`src/rtl/core/bdc_pkg.sv`:
```
// Package: shared types and constants of the button debounce and click detector.
`default_nettype none
package bdc_pkg;

	// Width of every mask field and of the raw level field.
	localparam int unsigned FIELD_LANES = 16;
	localparam int unsigned AGE_W       = 16;
	localparam int unsigned COUNT_W     = 5;
	localparam int unsigned CFG_IDX_W   = 4;
	localparam int unsigned CFG_DATA_W  = 16;

	typedef logic [AGE_W-1:0]       age_t;
	typedef logic [FIELD_LANES-1:0] mask_t;
	typedef logic [COUNT_W-1:0]     count_t;
	typedef logic [CFG_IDX_W-1:0]   cfg_idx_t;
	typedef logic [CFG_DATA_W-1:0]  cfg_data_t;

	localparam age_t AGE_MAX = '1;

	// Register indexes of the configuration port.
	localparam cfg_idx_t REG_DEBOUNCE     = 4'd0;
	localparam cfg_idx_t REG_LONG_PRESS   = 4'd1;
	localparam cfg_idx_t REG_DOUBLE_CLICK = 4'd2;
	localparam cfg_idx_t REG_BUTTON_COUNT = 4'd3;

	// Reset values of the configuration registers.
	localparam age_t   DEBOUNCE_RST     = 16'd50;
	localparam age_t   LONG_PRESS_RST   = 16'd1000;
	localparam age_t   DOUBLE_CLICK_RST = 16'd400;
	localparam count_t BUTTON_COUNT_RST = 5'd16;

	typedef struct packed {
		age_t debounce_ms;
		age_t long_press_ms;
		age_t double_click_ms;
	} timing_cfg_t;

	typedef struct packed {
		logic last_raw;
		logic stable_down;
		age_t debounce_age;
		age_t hold_age;
		age_t press_age;
		logic click_pending;
		logic long_done;
	} lane_state_t;

	typedef struct packed {
		logic down;
		logic pressed;
		logic released;
		logic long_press;
		logic double_click;
	} lane_evt_t;

	typedef struct packed {
		mask_t down_mask;
		mask_t pressed_mask;
		mask_t released_mask;
		mask_t long_press_mask;
		mask_t double_click_mask;
	} result_t;

endpackage
`default_nettype wire

```
`src/rtl/core/bdc_ifs.sv`:
```
// Interfaces: input, result and configuration channels.
`default_nettype none
interface bdc_in_if;
	logic                valid;
	logic                ready;
	bdc_pkg::mask_t      raw_levels;

	modport source (output valid, output raw_levels, input ready);
	modport sink   (input valid, input raw_levels, output ready);
endinterface

interface bdc_out_if;
	logic                valid;
	logic                ready;
	bdc_pkg::mask_t      down_mask;
	bdc_pkg::mask_t      pressed_mask;
	bdc_pkg::mask_t      released_mask;
	bdc_pkg::mask_t      long_press_mask;
	bdc_pkg::mask_t      double_click_mask;

	modport source (output valid, output down_mask, output pressed_mask,
		output released_mask, output long_press_mask, output double_click_mask,
		input ready);
	modport sink   (input valid, input down_mask, input pressed_mask,
		input released_mask, input long_press_mask, input double_click_mask,
		output ready);
endinterface

interface bdc_cfg_if;
	logic                valid;
	logic                ready;
	bdc_pkg::cfg_idx_t   index;
	bdc_pkg::cfg_data_t  data;

	modport source (output valid, output index, output data, input ready);
	modport sink   (input valid, input index, input data, output ready);
endinterface
`default_nettype wire

```
`src/rtl/core/bdc_lane.sv`:
```
// One button lane: debounce, press/release, double click and long press.
`default_nettype none
module bdc_lane (
	input  wire logic                 clk,
	input  wire logic                 arst_n,
	input  wire logic                 step,
	input  wire logic                 active,
	input  wire logic                 raw_down,
	input  wire bdc_pkg::timing_cfg_t cfg,
	output bdc_pkg::lane_evt_t        evt
);

	bdc_pkg::lane_state_t state_q;
	bdc_pkg::lane_state_t nxt;
	bdc_pkg::lane_evt_t   e;

	function automatic bdc_pkg::age_t age_up(input bdc_pkg::age_t a);
		return (a == bdc_pkg::AGE_MAX) ? bdc_pkg::AGE_MAX : a + 1'b1;
	endfunction

	always_comb begin
		nxt = state_q;
		e   = '0;
		nxt.debounce_age = age_up(state_q.debounce_age);
		nxt.hold_age     = age_up(state_q.hold_age);
		nxt.press_age    = age_up(state_q.press_age);

		// Restart debounce on any raw edge.
		if (raw_down != state_q.last_raw) begin
			nxt.last_raw     = raw_down;
			nxt.debounce_age = '0;
		end

		if (nxt.debounce_age >= cfg.debounce_ms && state_q.stable_down != raw_down) begin
			nxt.stable_down = raw_down;
			nxt.hold_age    = '0;
			nxt.long_done   = 1'b0;
			if (raw_down) begin
				e.pressed = 1'b1;
				if (state_q.click_pending && nxt.press_age <= cfg.double_click_ms) begin
					e.double_click    = 1'b1;
					nxt.click_pending = 1'b0;
				end else begin
					nxt.click_pending = 1'b1;
					nxt.press_age     = '0;
				end
			end else begin
				e.released = 1'b1;
			end
		end

		// Report a long press once per hold; it cancels a pending click.
		if (nxt.stable_down && !nxt.long_done && nxt.hold_age >= cfg.long_press_ms) begin
			e.long_press      = 1'b1;
			nxt.long_done     = 1'b1;
			nxt.click_pending = 1'b0;
		end

		// Drop an expired click.
		if (nxt.click_pending && nxt.press_age > cfg.double_click_ms) begin
			nxt.click_pending = 1'b0;
		end

		e.down = nxt.stable_down;
	end

	assign evt = active ? e : '0;

	always_ff @(posedge clk or negedge arst_n) begin
		if (!arst_n) begin
			state_q <= '0;
		end else if (step && active) begin
			state_q <= nxt;
		end
	end

endmodule
`default_nettype wire

```
`src/rtl/core/bdc_merge.sv`:
```
// Merge stage: pack lane events into masks and buffer the result item.
`default_nettype none
module bdc_merge #(
	parameter int unsigned LANES = 16
) (
	input  wire logic               clk,
	input  wire logic               arst_n,
	input  wire logic               accept,
	input  wire bdc_pkg::lane_evt_t evt [LANES],
	output logic                    in_ready,
	bdc_out_if.source               out_ch
);

	bdc_pkg::result_t res;
	bdc_pkg::result_t out_q;
	bdc_pkg::result_t skid_q;
	logic             out_valid_q;
	logic             skid_valid_q;
	logic             taken;

	always_comb begin
		res = '0;
		for (int i = 0; i < LANES; i++) begin
			res.down_mask[i]         = evt[i].down;
			res.pressed_mask[i]      = evt[i].pressed;
			res.released_mask[i]     = evt[i].released;
			res.long_press_mask[i]   = evt[i].long_press;
			res.double_click_mask[i] = evt[i].double_click;
		end
	end

	assign taken    = out_valid_q && out_ch.ready;
	assign in_ready = !skid_valid_q;

	always_ff @(posedge clk or negedge arst_n) begin
		if (!arst_n) begin
			out_valid_q  <= 1'b0;
			skid_valid_q <= 1'b0;
		end else if (taken) begin
			if (skid_valid_q) begin
				skid_valid_q <= 1'b0;
			end else if (!accept) begin
				out_valid_q <= 1'b0;
			end
		end else if (accept) begin
			if (!out_valid_q) begin
				out_valid_q <= 1'b1;
			end else begin
				skid_valid_q <= 1'b1;
			end
		end
	end

	always_ff @(posedge clk) begin
		if (taken) begin
			if (skid_valid_q) begin
				out_q <= skid_q;
			end else if (accept) begin
				out_q <= res;
			end
		end else if (accept) begin
			if (!out_valid_q) begin
				out_q <= res;
			end else begin
				skid_q <= res;
			end
		end
	end

	assign out_ch.valid             = out_valid_q;
	assign out_ch.down_mask         = out_q.down_mask;
	assign out_ch.pressed_mask      = out_q.pressed_mask;
	assign out_ch.released_mask     = out_q.released_mask;
	assign out_ch.long_press_mask   = out_q.long_press_mask;
	assign out_ch.double_click_mask = out_q.double_click_mask;

endmodule
`default_nettype wire

```
`src/rtl/core/button_debounce_click_detector_unit.sv`:
```
// Top level: button debouncer with press, release, long-press and double-click masks.
`default_nettype none
// Each input item is one millisecond tick carrying the raw active-low levels of up to
// 16 buttons; each item yields exactly one result item with five 16-bit masks: the
// debounced down state and one-tick pulses for press, release, long press and double
// click. Every button has its own lane that updates all of its counters in the cycle
// the item is accepted, so the block takes one item per clock while ready is high.
// Results are registered in a two-entry output buffer (output register plus skid) that
// lets input keep flowing while a result waits; ready drops only when both are full.
// Timing registers (debounce, long press, double click window, in ticks) and the
// active button count are written through the config channel, index 0..3, and reset
// to 50, 1000, 400 and 16; unknown indexes are ignored. Lanes at or above the button
// count freeze their state and report zero. Write config only while idle.
module button_debounce_click_detector_unit #(
	parameter int unsigned BUTTONS = 16
) (
	input  wire logic  clk,
	input  wire logic  arst_n,
	bdc_in_if.sink     in_ch,
	bdc_out_if.source  out_ch,
	bdc_cfg_if.sink    cfg_ch
);

	// Only the lanes the mask fields can carry are built.
	localparam int unsigned LANES =
		(BUTTONS < bdc_pkg::FIELD_LANES) ? BUTTONS : bdc_pkg::FIELD_LANES;

	bdc_pkg::timing_cfg_t cfg_q;
	bdc_pkg::count_t      button_count_q;
	bdc_pkg::lane_evt_t   evt [LANES];
	logic                 merge_ready;
	logic                 accept;

	// Configuration writes are always taken.
	assign cfg_ch.ready = 1'b1;

	always_ff @(posedge clk or negedge arst_n) begin
		if (!arst_n) begin
			cfg_q.debounce_ms     <= bdc_pkg::DEBOUNCE_RST;
			cfg_q.long_press_ms   <= bdc_pkg::LONG_PRESS_RST;
			cfg_q.double_click_ms <= bdc_pkg::DOUBLE_CLICK_RST;
			button_count_q        <= bdc_pkg::BUTTON_COUNT_RST;
		end else if (cfg_ch.valid) begin
			case (cfg_ch.index)
				bdc_pkg::REG_DEBOUNCE:     cfg_q.debounce_ms     <= cfg_ch.data;
				bdc_pkg::REG_LONG_PRESS:   cfg_q.long_press_ms   <= cfg_ch.data;
				bdc_pkg::REG_DOUBLE_CLICK: cfg_q.double_click_ms <= cfg_ch.data;
				bdc_pkg::REG_BUTTON_COUNT: button_count_q        <=
					cfg_ch.data[bdc_pkg::COUNT_W-1:0];
				default: begin
				end
			endcase
		end
	end

	// Accept an item whenever the output buffer has room.
	assign in_ch.ready = merge_ready;
	assign accept      = in_ch.valid && merge_ready;

	for (genvar i = 0; i < LANES; i++) begin : g_lane
		// A count above the built lanes simply enables all of them.
		bdc_lane u_lane (
			.clk      (clk),
			.arst_n   (arst_n),
			.step     (accept),
			.active   (button_count_q > bdc_pkg::COUNT_W'(i)),
			.raw_down (!in_ch.raw_levels[i]),
			.cfg      (cfg_q),
			.evt      (evt[i])
		);
	end

	bdc_merge #(
		.LANES (LANES)
	) u_merge (
		.clk      (clk),
		.arst_n   (arst_n),
		.accept   (accept),
		.evt      (evt),
		.in_ready (merge_ready),
		.out_ch   (out_ch)
	);

endmodule
`default_nettype wire

```
`src/flat_wrapper.sv`:
```
// flat-port wrapper written by rule: the top's interface ports become plain ports
module button_debounce_click_detector_unit_flat 
#(
	parameter int unsigned BUTTONS = 16
)
  (clk, arst_n, in_ch_valid, in_ch_raw_levels, in_ch_ready, out_ch_valid, out_ch_down_mask, out_ch_pressed_mask, out_ch_released_mask, out_ch_long_press_mask, out_ch_double_click_mask, out_ch_ready, cfg_ch_valid, cfg_ch_index, cfg_ch_data, cfg_ch_ready);
  bdc_in_if in_ch_i ();
  bdc_out_if out_ch_i ();
  bdc_cfg_if cfg_ch_i ();
  input  wire logic clk;
  input  wire logic arst_n;
  input wire logic [$bits(in_ch_i.valid)-1:0] in_ch_valid;
  input wire logic [$bits(in_ch_i.raw_levels)-1:0] in_ch_raw_levels;
  output wire logic [$bits(in_ch_i.ready)-1:0] in_ch_ready;
  output wire logic [$bits(out_ch_i.valid)-1:0] out_ch_valid;
  output wire logic [$bits(out_ch_i.down_mask)-1:0] out_ch_down_mask;
  output wire logic [$bits(out_ch_i.pressed_mask)-1:0] out_ch_pressed_mask;
  output wire logic [$bits(out_ch_i.released_mask)-1:0] out_ch_released_mask;
  output wire logic [$bits(out_ch_i.long_press_mask)-1:0] out_ch_long_press_mask;
  output wire logic [$bits(out_ch_i.double_click_mask)-1:0] out_ch_double_click_mask;
  input wire logic [$bits(out_ch_i.ready)-1:0] out_ch_ready;
  input wire logic [$bits(cfg_ch_i.valid)-1:0] cfg_ch_valid;
  input wire logic [$bits(cfg_ch_i.index)-1:0] cfg_ch_index;
  input wire logic [$bits(cfg_ch_i.data)-1:0] cfg_ch_data;
  output wire logic [$bits(cfg_ch_i.ready)-1:0] cfg_ch_ready;
  assign in_ch_i.valid = in_ch_valid;
  assign in_ch_i.raw_levels = in_ch_raw_levels;
  assign in_ch_ready = in_ch_i.ready;
  assign out_ch_valid = out_ch_i.valid;
  assign out_ch_down_mask = out_ch_i.down_mask;
  assign out_ch_pressed_mask = out_ch_i.pressed_mask;
  assign out_ch_released_mask = out_ch_i.released_mask;
  assign out_ch_long_press_mask = out_ch_i.long_press_mask;
  assign out_ch_double_click_mask = out_ch_i.double_click_mask;
  assign out_ch_i.ready = out_ch_ready;
  assign cfg_ch_i.valid = cfg_ch_valid;
  assign cfg_ch_i.index = cfg_ch_index;
  assign cfg_ch_i.data = cfg_ch_data;
  assign cfg_ch_ready = cfg_ch_i.ready;
  button_debounce_click_detector_unit #(.BUTTONS(BUTTONS)) u_core (.clk(clk), .arst_n(arst_n), .in_ch(in_ch_i), .out_ch(out_ch_i), .cfg_ch(cfg_ch_i));
endmodule
```
`config.mk`:
```
export PLATFORM = sky130hd
export DESIGN_NAME = button_debounce_click_detector_unit_flat
export DESIGN_NICKNAME = d
export VERILOG_FILES = /design/src/rtl/core/bdc_pkg.sv /design/src/rtl/core/bdc_ifs.sv /design/src/rtl/core/bdc_lane.sv /design/src/rtl/core/bdc_merge.sv /design/src/rtl/core/button_debounce_click_detector_unit.sv /design/src/flat_wrapper.sv
export SDC_FILE = /design/constraint.sdc
export NUM_CORES = 2
export LEC_CHECK = 0
export ABC_AREA = 0
export ABC_CLOCK_PERIOD_IN_PS = 7800
export BUFFER_PORTS_ARGS = -buffer_cell sky130_fd_sc_hd__buf_2
export CAP_MARGIN = 20
export CELL_PAD_IN_SITES_DETAIL_PLACEMENT = 0
export CELL_PAD_IN_SITES_GLOBAL_PLACEMENT = 1
export CORE_MARGIN = 3
export CORE_UTILIZATION = 50
export DETAILED_ROUTE_END_ITERATION = 8
export PLACE_DENSITY_LB_ADDON = 0.1
export SYNTH_ARGS = -nofsm -noshare
export SYNTH_HDL_FRONTEND = slang
export SYNTH_SLANG_ARGS = --single-unit
```
`constraint.sdc`:
```
create_clock -name clk -period 7.8 [get_ports clk]
set_input_delay 1.56 -clock clk [delete_from_list [all_inputs] [get_ports clk]]
set_output_delay 1.56 -clock clk [all_outputs]
set_load 0.005 [all_outputs]
```
; Word-level counts from Yosys, hierarchy flattened
; Cells that the tools add are included.
[classes]
order_cmp = 80
add_sub_neg = 48
mux = 316
eq_ne = 86
bitwise_logic = 1
n_reduce_logical = 159
[ops]
columns = op, count
row1 = $mux 16, 80
row2 = $add 16x1->16 const B, 48
row3 = $eq 16x16->1 const B, 48
row4 = $mux 34, 16
row5 = $ge 16x16->1, 32
row6 = $mux 80, 5
row7 = $mux 17, 16
row8 = $gt 16x16->1, 16
row9 = $le 16x16->1, 16
row10 = $mux 1, 151
row11 = $logic_and 1x1->1, 98
row12 = $mux 5, 16
row13 = $mux 2, 32
row14 = $reduce_and 2->1, 21
row15 = $gt 5x4->1 const B, 8
row16 = $logic_not 1->1, 33
row17 = $ne 1x1->1, 32
row18 = $gt 5x3->1 const B, 4
row19 = $gt 5x1->1 const B, 2
row20 = $gt 5x2->1 const B, 2
row21 = $reduce_and 3->1, 3
row22 = $eq 4x2->1 const B, 2
row23 = $reduce_bool 2->1, 3
row24 = $eq 4x1->1 const B, 1
row25 = 4 further kinds, 5
[word_totals]
regBits = 1047
word_cells = 818
out_inout_bits = 83
in_bits = 41

; Longest topological paths before layout
[depth]
ltp_word = 15
mapped_depth = 30
mapped_depth_nobuf = 26

; Modules after synthesis
; From an unflattened synthesis, not the netlist that was laid out.
[unflattened]
cells_unflattened = 10056
area_unflattened_um2 = 87971.9
[modules_own_cells]
columns = module, seq_area_each_um2, n_inst, cells_per_inst, area_each_um2
row1 = bdc_lane (u_core.g_lane[14].u_lane ...), 1301.2, 8, 608, 5006.1
row2 = bdc_lane (u_core.g_lane[0].u_lane ...), 1301.2, 6, 594, 4914.7
row3 = bdc_merge, 4854.7, 1, 261, 6218.5
row4 = bdc_lane (u_core.g_lane[8].u_lane), 1301.2, 1, 600, 4964.8
row5 = bdc_lane (u_core.g_lane[10].u_lane), 1301.2, 1, 599, 4961.0
row6 = button_debounce_click_detector_unit, 1342.5, 1, 168, 2290.9

; Worst setup path after synthesis
; No wires, ideal clock.
[synth_path]
kind = input to register
from = in in_ch_valid
to = reg u_core.u_merge.skid_q[0] (netlist bit), enable pin
slack_ns = -0.529
arrival_ns = 7.711
setup_ns = 0.618
stages = 4
path_buffers = 1
required_time_ns = 7.182
path_cell_list = nor2b_1 clkinv_1 clkbuf_1 nor3_1
[synth_between]
elab_chain_cells = 2
[synth_lines]
columns = item, line_no
row1 = start: declaration, flat_wrapper.sv:12  ; input wire logic [$bits(in_ch_i.valid)-1:0] in_ch_valid;
row2 = $logic_and 1x1->1, button_debounce_click_detector_unit.sv:58  ; assign accept = in_ch.valid && merge_ready;
row3 = $reduce_and 3->1 (no line), -
row4 = end signal: assignment, bdc_merge.sv:65  ; skid_q <= res;
row5 = end: declaration, bdc_merge.sv:16  ; bdc_pkg::result_t skid_q;
; Every way passes these cells.
; A chain may end at the register's enable or synchronous reset.

==> reports/results.ini <==
[synth]
yosysSeqAreaShare_pct=32.54
synth_compound_area_share_pct=18.20
ys_types=101
avgSynthCellArea_um2=8.721
synth_top_family_by_area=simple AND/OR/NAND/NOR gates
syn_inst=9521
synthArstFlopShare_pct=84.72
yosys.area_share.adder_pct=16.17
syn_area_mm2=0.08304
synth_top_area_share_pct=26.34
ys.flop_type=dfrtp_1
synth_edf_count=160
synthMuxAreaShare_pct=4.740
syn_nets=10635
synth-xor-area-share_pct=5.464
synthTopCellsByArea=dfrtp_1 (26%), ha_1 (16%), a21oi_1 (7.1%), nand2_1 (6.1%), edfxtp_1 (5.8%)
synth-seq-cells=1047
synth_top_area_cell=dfrtp_1
synthSimpleGateAreaFrac_pct=19.69
yosys_warnings=0

[sta]
setup_tns_ns=0
slew_headroom_pct=18.11
skew_ns=0.02514
rsz0062_at_grt=false
finalSetupViolCount=0
hold_viol_final=0
fin_crit_sh_pct=86.58
fmax_mhz=148.1
worst_slew_pin_slew_ns=1.228
final_max_slew_viol_count=0
fin_crit_ns=6.753
whs_ns=0.4785

[worst_setup_path]
worstSetupPathType=reg -> reg
critPathLaunch=u_core.g_lane[8].u_lane.state_q[34]$_DFFE_PN0P_
cp-endpoint=u_core.g_lane[8].u_lane.state_q[1]$_DFFE_PN0P_
reg2reg_slack_ns=1.05
critPathArrivalTime_ns=7.47
cp_max_fo=18
required_ns=8.52
r2r_cells=23
critPathLaunchType=flip-flop
reg2reg_to=u_core.g_lane[8].u_lane.state_q[1]$_DFFE_PN0P_
reg2reg_from=u_core.g_lane[8].u_lane.state_q[34]$_DFFE_PN0P_
crit_path_end_kind=flip-flop

[routing]
drc=0
wirelength_mm=260.6
wl_per_cell_um=22.06
firstDrtPassIters=6
viasPerCell=6.128
ant_nets=0
vias=72396
first_iter_violations=5552

[placement]
place_congestion=0.8804
numPortBuffers=122
dp_cells=11560
post-dp-hpwl_mm=176.9

[floorplan]
dieArea_mm2=0.1710
die_y_um=413.5
initial_core_util_pct=50.67
rows=148
core_mm2=0.1639
ios=124
dieWidth_um=413.5

[min_path]
min_path_type=reg -> reg

[pwr]
irDropWorstVdd_mv=0.2711
p_leak_uw=0.04170
powerDensity_mw_per_mm2=304.1

[grt]
grt_pass1_wl_mm=401.5
grt_max_degree=145
antenna_found_initial=18
grt_pass1_vias=68863
overflow=0
grtUsageTotal_pct=30.06

[finish]
finalNonFillerCells=11814
most-common-layout-cells=nand2_1 (1338), a21oi_1 (1174), ha_1 (1073), dfrtp_1 (871), nor2_1 (507)
final_common_cell=nand2_1
drive_gt1_share_pct=10.79
fin_nets=10640
fillers=15035
syn_to_final_growth_pct=9.395

[clock_tree]
clk_latency_ns=0.78
cts_sinks=1047
cts_buffer_depth=3
postCtsSetupRepairBufs=0
cts-root-buf=clkbuf_16
cts.repair.resized=0
clkTransAtPathRegs_ns=0.06
h-tree-depth=4
cts_hold_buffers=0
cts_tree=done
numCtsBuffers=134

[status]
status=complete, no violations

[job]
maxCapViolations=0

-- worst max-delay path, cell delays in order (launching register included) --
cell and delay [ns]:
dfrtp_1 0.39, ha_1 0.23, nand2_1 0.08, nor2_1 0.27, and2_1 0.23, nor2b_1 0.19
nand4_1 0.51, a21oi_1 0.38, ha_1 0.22, nand4_1 0.12, nor3_1 0.26, or4b_1 0.49
nand3_1 0.20, o21a_1 0.62, a21oi_1 0.14, ha_1 0.36, a2111oi_0 0.54, o21ai_0 0.18
a211oi_1 0.26, o31ai_1 0.14, o2111ai_1 0.28, a21boi_0 0.33, a21o_1 0.16, a32o_1 0.11
-- where the power goes --
| part | leakage [uW] | switching, uW | internal, uW |
|---|---|---|---|
| clock network | 0.00218 | 2540 | 3940 |
| registers | 0.0131 | 1560 | 7000 |
| logic | 0.0264 | 7580 | 5010 |
| total | 0.0417 | 11700 | 15900 |
-- cell families (layout without fill, tap and decap cells) --
group,after synthesis,in the layout
AOI/OAI and AO/OA,2489,2489
xor gates and xnor gates,518,518
adders and majority gates,1073,1073
buffers and inverters,650,759
DFF,1047,1047
muxes,355,355
other,1,10
and+or+nand+nor,3388,3388
-- flip-flops by register name, indices dropped and copies added, names as in the netlist --
register                                 cells
u_core.button_count_q                        5
u_core.u_merge.out_ch.down_mask             16
u_core.u_merge.out_ch.pressed_mask          16
u_core.u_merge.out_ch.long_press_mask       16
u_core.u_merge.out_ch.released_mask         16
u_core.u_merge.skid_valid_q                  1
u_core.cfg_q                                48
u_core.u_merge.out_ch.valid                  1
u_core.g_lane.u_lane.state_q               832
u_core.u_merge.out_ch.double_click_mask     16
u_core.u_merge.skid_q                       80
-- layout make-up --
| cell class | count | area (um^2) | share of cell area [%] |
|---|---|---|---|
| Multi-Input combinational cell | 7824 | 53560 | 58.96 |
| Tap cell | 2175 | 2721 | 2.996 |
| Antenna cell | 9 | 22.52 | 0.02479 |
| Clock inverter | 39 | 556.8 | 0.6129 |
| Timing Repair Buffer | 296 | 2172 | 2.391 |
| Sequential cell | 1047 | 27020 | 29.75 |
| Clock buffer | 201 | 3945 | 4.343 |
| Inverter | 223 | 837.1 | 0.9215 |
-- worst min path at each step --
stage                                                    startpoint                                               to  slack [ns]  depth (start not counted)
floorplan           u_core.g_lane[13].u_lane.state_q[1]$_DFFE_PN0P_  u_core.g_lane[13].u_lane.state_q[1]$_DFFE_PN0P_        0.44                          1
global placement    u_core.g_lane[13].u_lane.state_q[1]$_DFFE_PN0P_  u_core.g_lane[13].u_lane.state_q[1]$_DFFE_PN0P_        0.46                          1
detailed placement   u_core.g_lane[5].u_lane.state_q[0]$_DFFE_PN0P_   u_core.g_lane[5].u_lane.state_q[0]$_DFFE_PN0P_        0.47                          2
CTS                  u_core.g_lane[5].u_lane.state_q[0]$_DFFE_PN0P_   u_core.g_lane[5].u_lane.state_q[0]$_DFFE_PN0P_        0.48                          2
global route        u_core.g_lane[12].u_lane.state_q[0]$_DFFE_PN0P_  u_core.g_lane[12].u_lane.state_q[0]$_DFFE_PN0P_        0.50                          2
finish               u_core.g_lane[5].u_lane.state_q[0]$_DFFE_PN0P_   u_core.g_lane[5].u_lane.state_q[0]$_DFFE_PN0P_        0.48                          2
-- per-stage QoR --
| step | cell area (um^2) | util [%] | worst slack (ns) | total power [uW] |
|---|---|---|---|---|
| floorplan | 83040 | - | 1.421 | 16850 |
| global placement | 86200 | 52.60 | 0.9654 | 20600 |
| CTS | 90720 | 55.36 | 1.204 | 27660 |
| finish | 90840 | 55.43 | 1.047 | 27620 |
| global route | 90830 | 55.42 | 0.5403 | 29780 |
| detailed placement | 86220 | 52.61 | 0.9608 | 21030 |
-- per-layer routing --
metal / wire [um] / GRT usage (%) / up-vias
met4: 10730 / 11.68 / 0
met1: 116200 / 39.81 / 35168
met3: 13110 / 3.894 / 446
li1: - / - / 34975
met5: 0 / 0 / -
met2: 120600 / 49.84 / 1807
-- cells in the mapped netlist, types with 25 or more instances --
| master | instances |
|---|---|
| nor4_1 | 25 |
| nor3_1 | 94 |
| clkbuf_1 | 264 |
| a31o_2 | 57 |
| mux2i_1 | 49 |
| or3_1 | 31 |
| buf_1 | 28 |
| nand4_1 | 260 |
| and3_1 | 244 |
| o211ai_1 | 45 |
| nor2b_1 | 88 |
| o21a_1 | 60 |
| o21ai_0 | 365 |
| o22a_1 | 101 |
| nor2_1 | 524 |
| or2_2 | 38 |
| nand2_1 | 1341 |
| and4_1 | 58 |
| buf_2 | 121 |
| ha_1 | 1073 |
| xnor2_1 | 319 |
| xor2_1 | 199 |
| nand2b_1 | 69 |
| o31ai_1 | 140 |
| a211oi_1 | 53 |
| a2111oi_0 | 43 |
| edfxtp_1 | 160 |
| inv_1 | 222 |
| nand3_1 | 384 |
| mux2_2 | 306 |
| a31oi_1 | 146 |
| a21o_1 | 113 |
| a21oi_1 | 1176 |
| and2_1 | 128 |
| a41oi_1 | 25 |
| dfrtp_1 | 874 |
(Power assumes the default switching activity.)
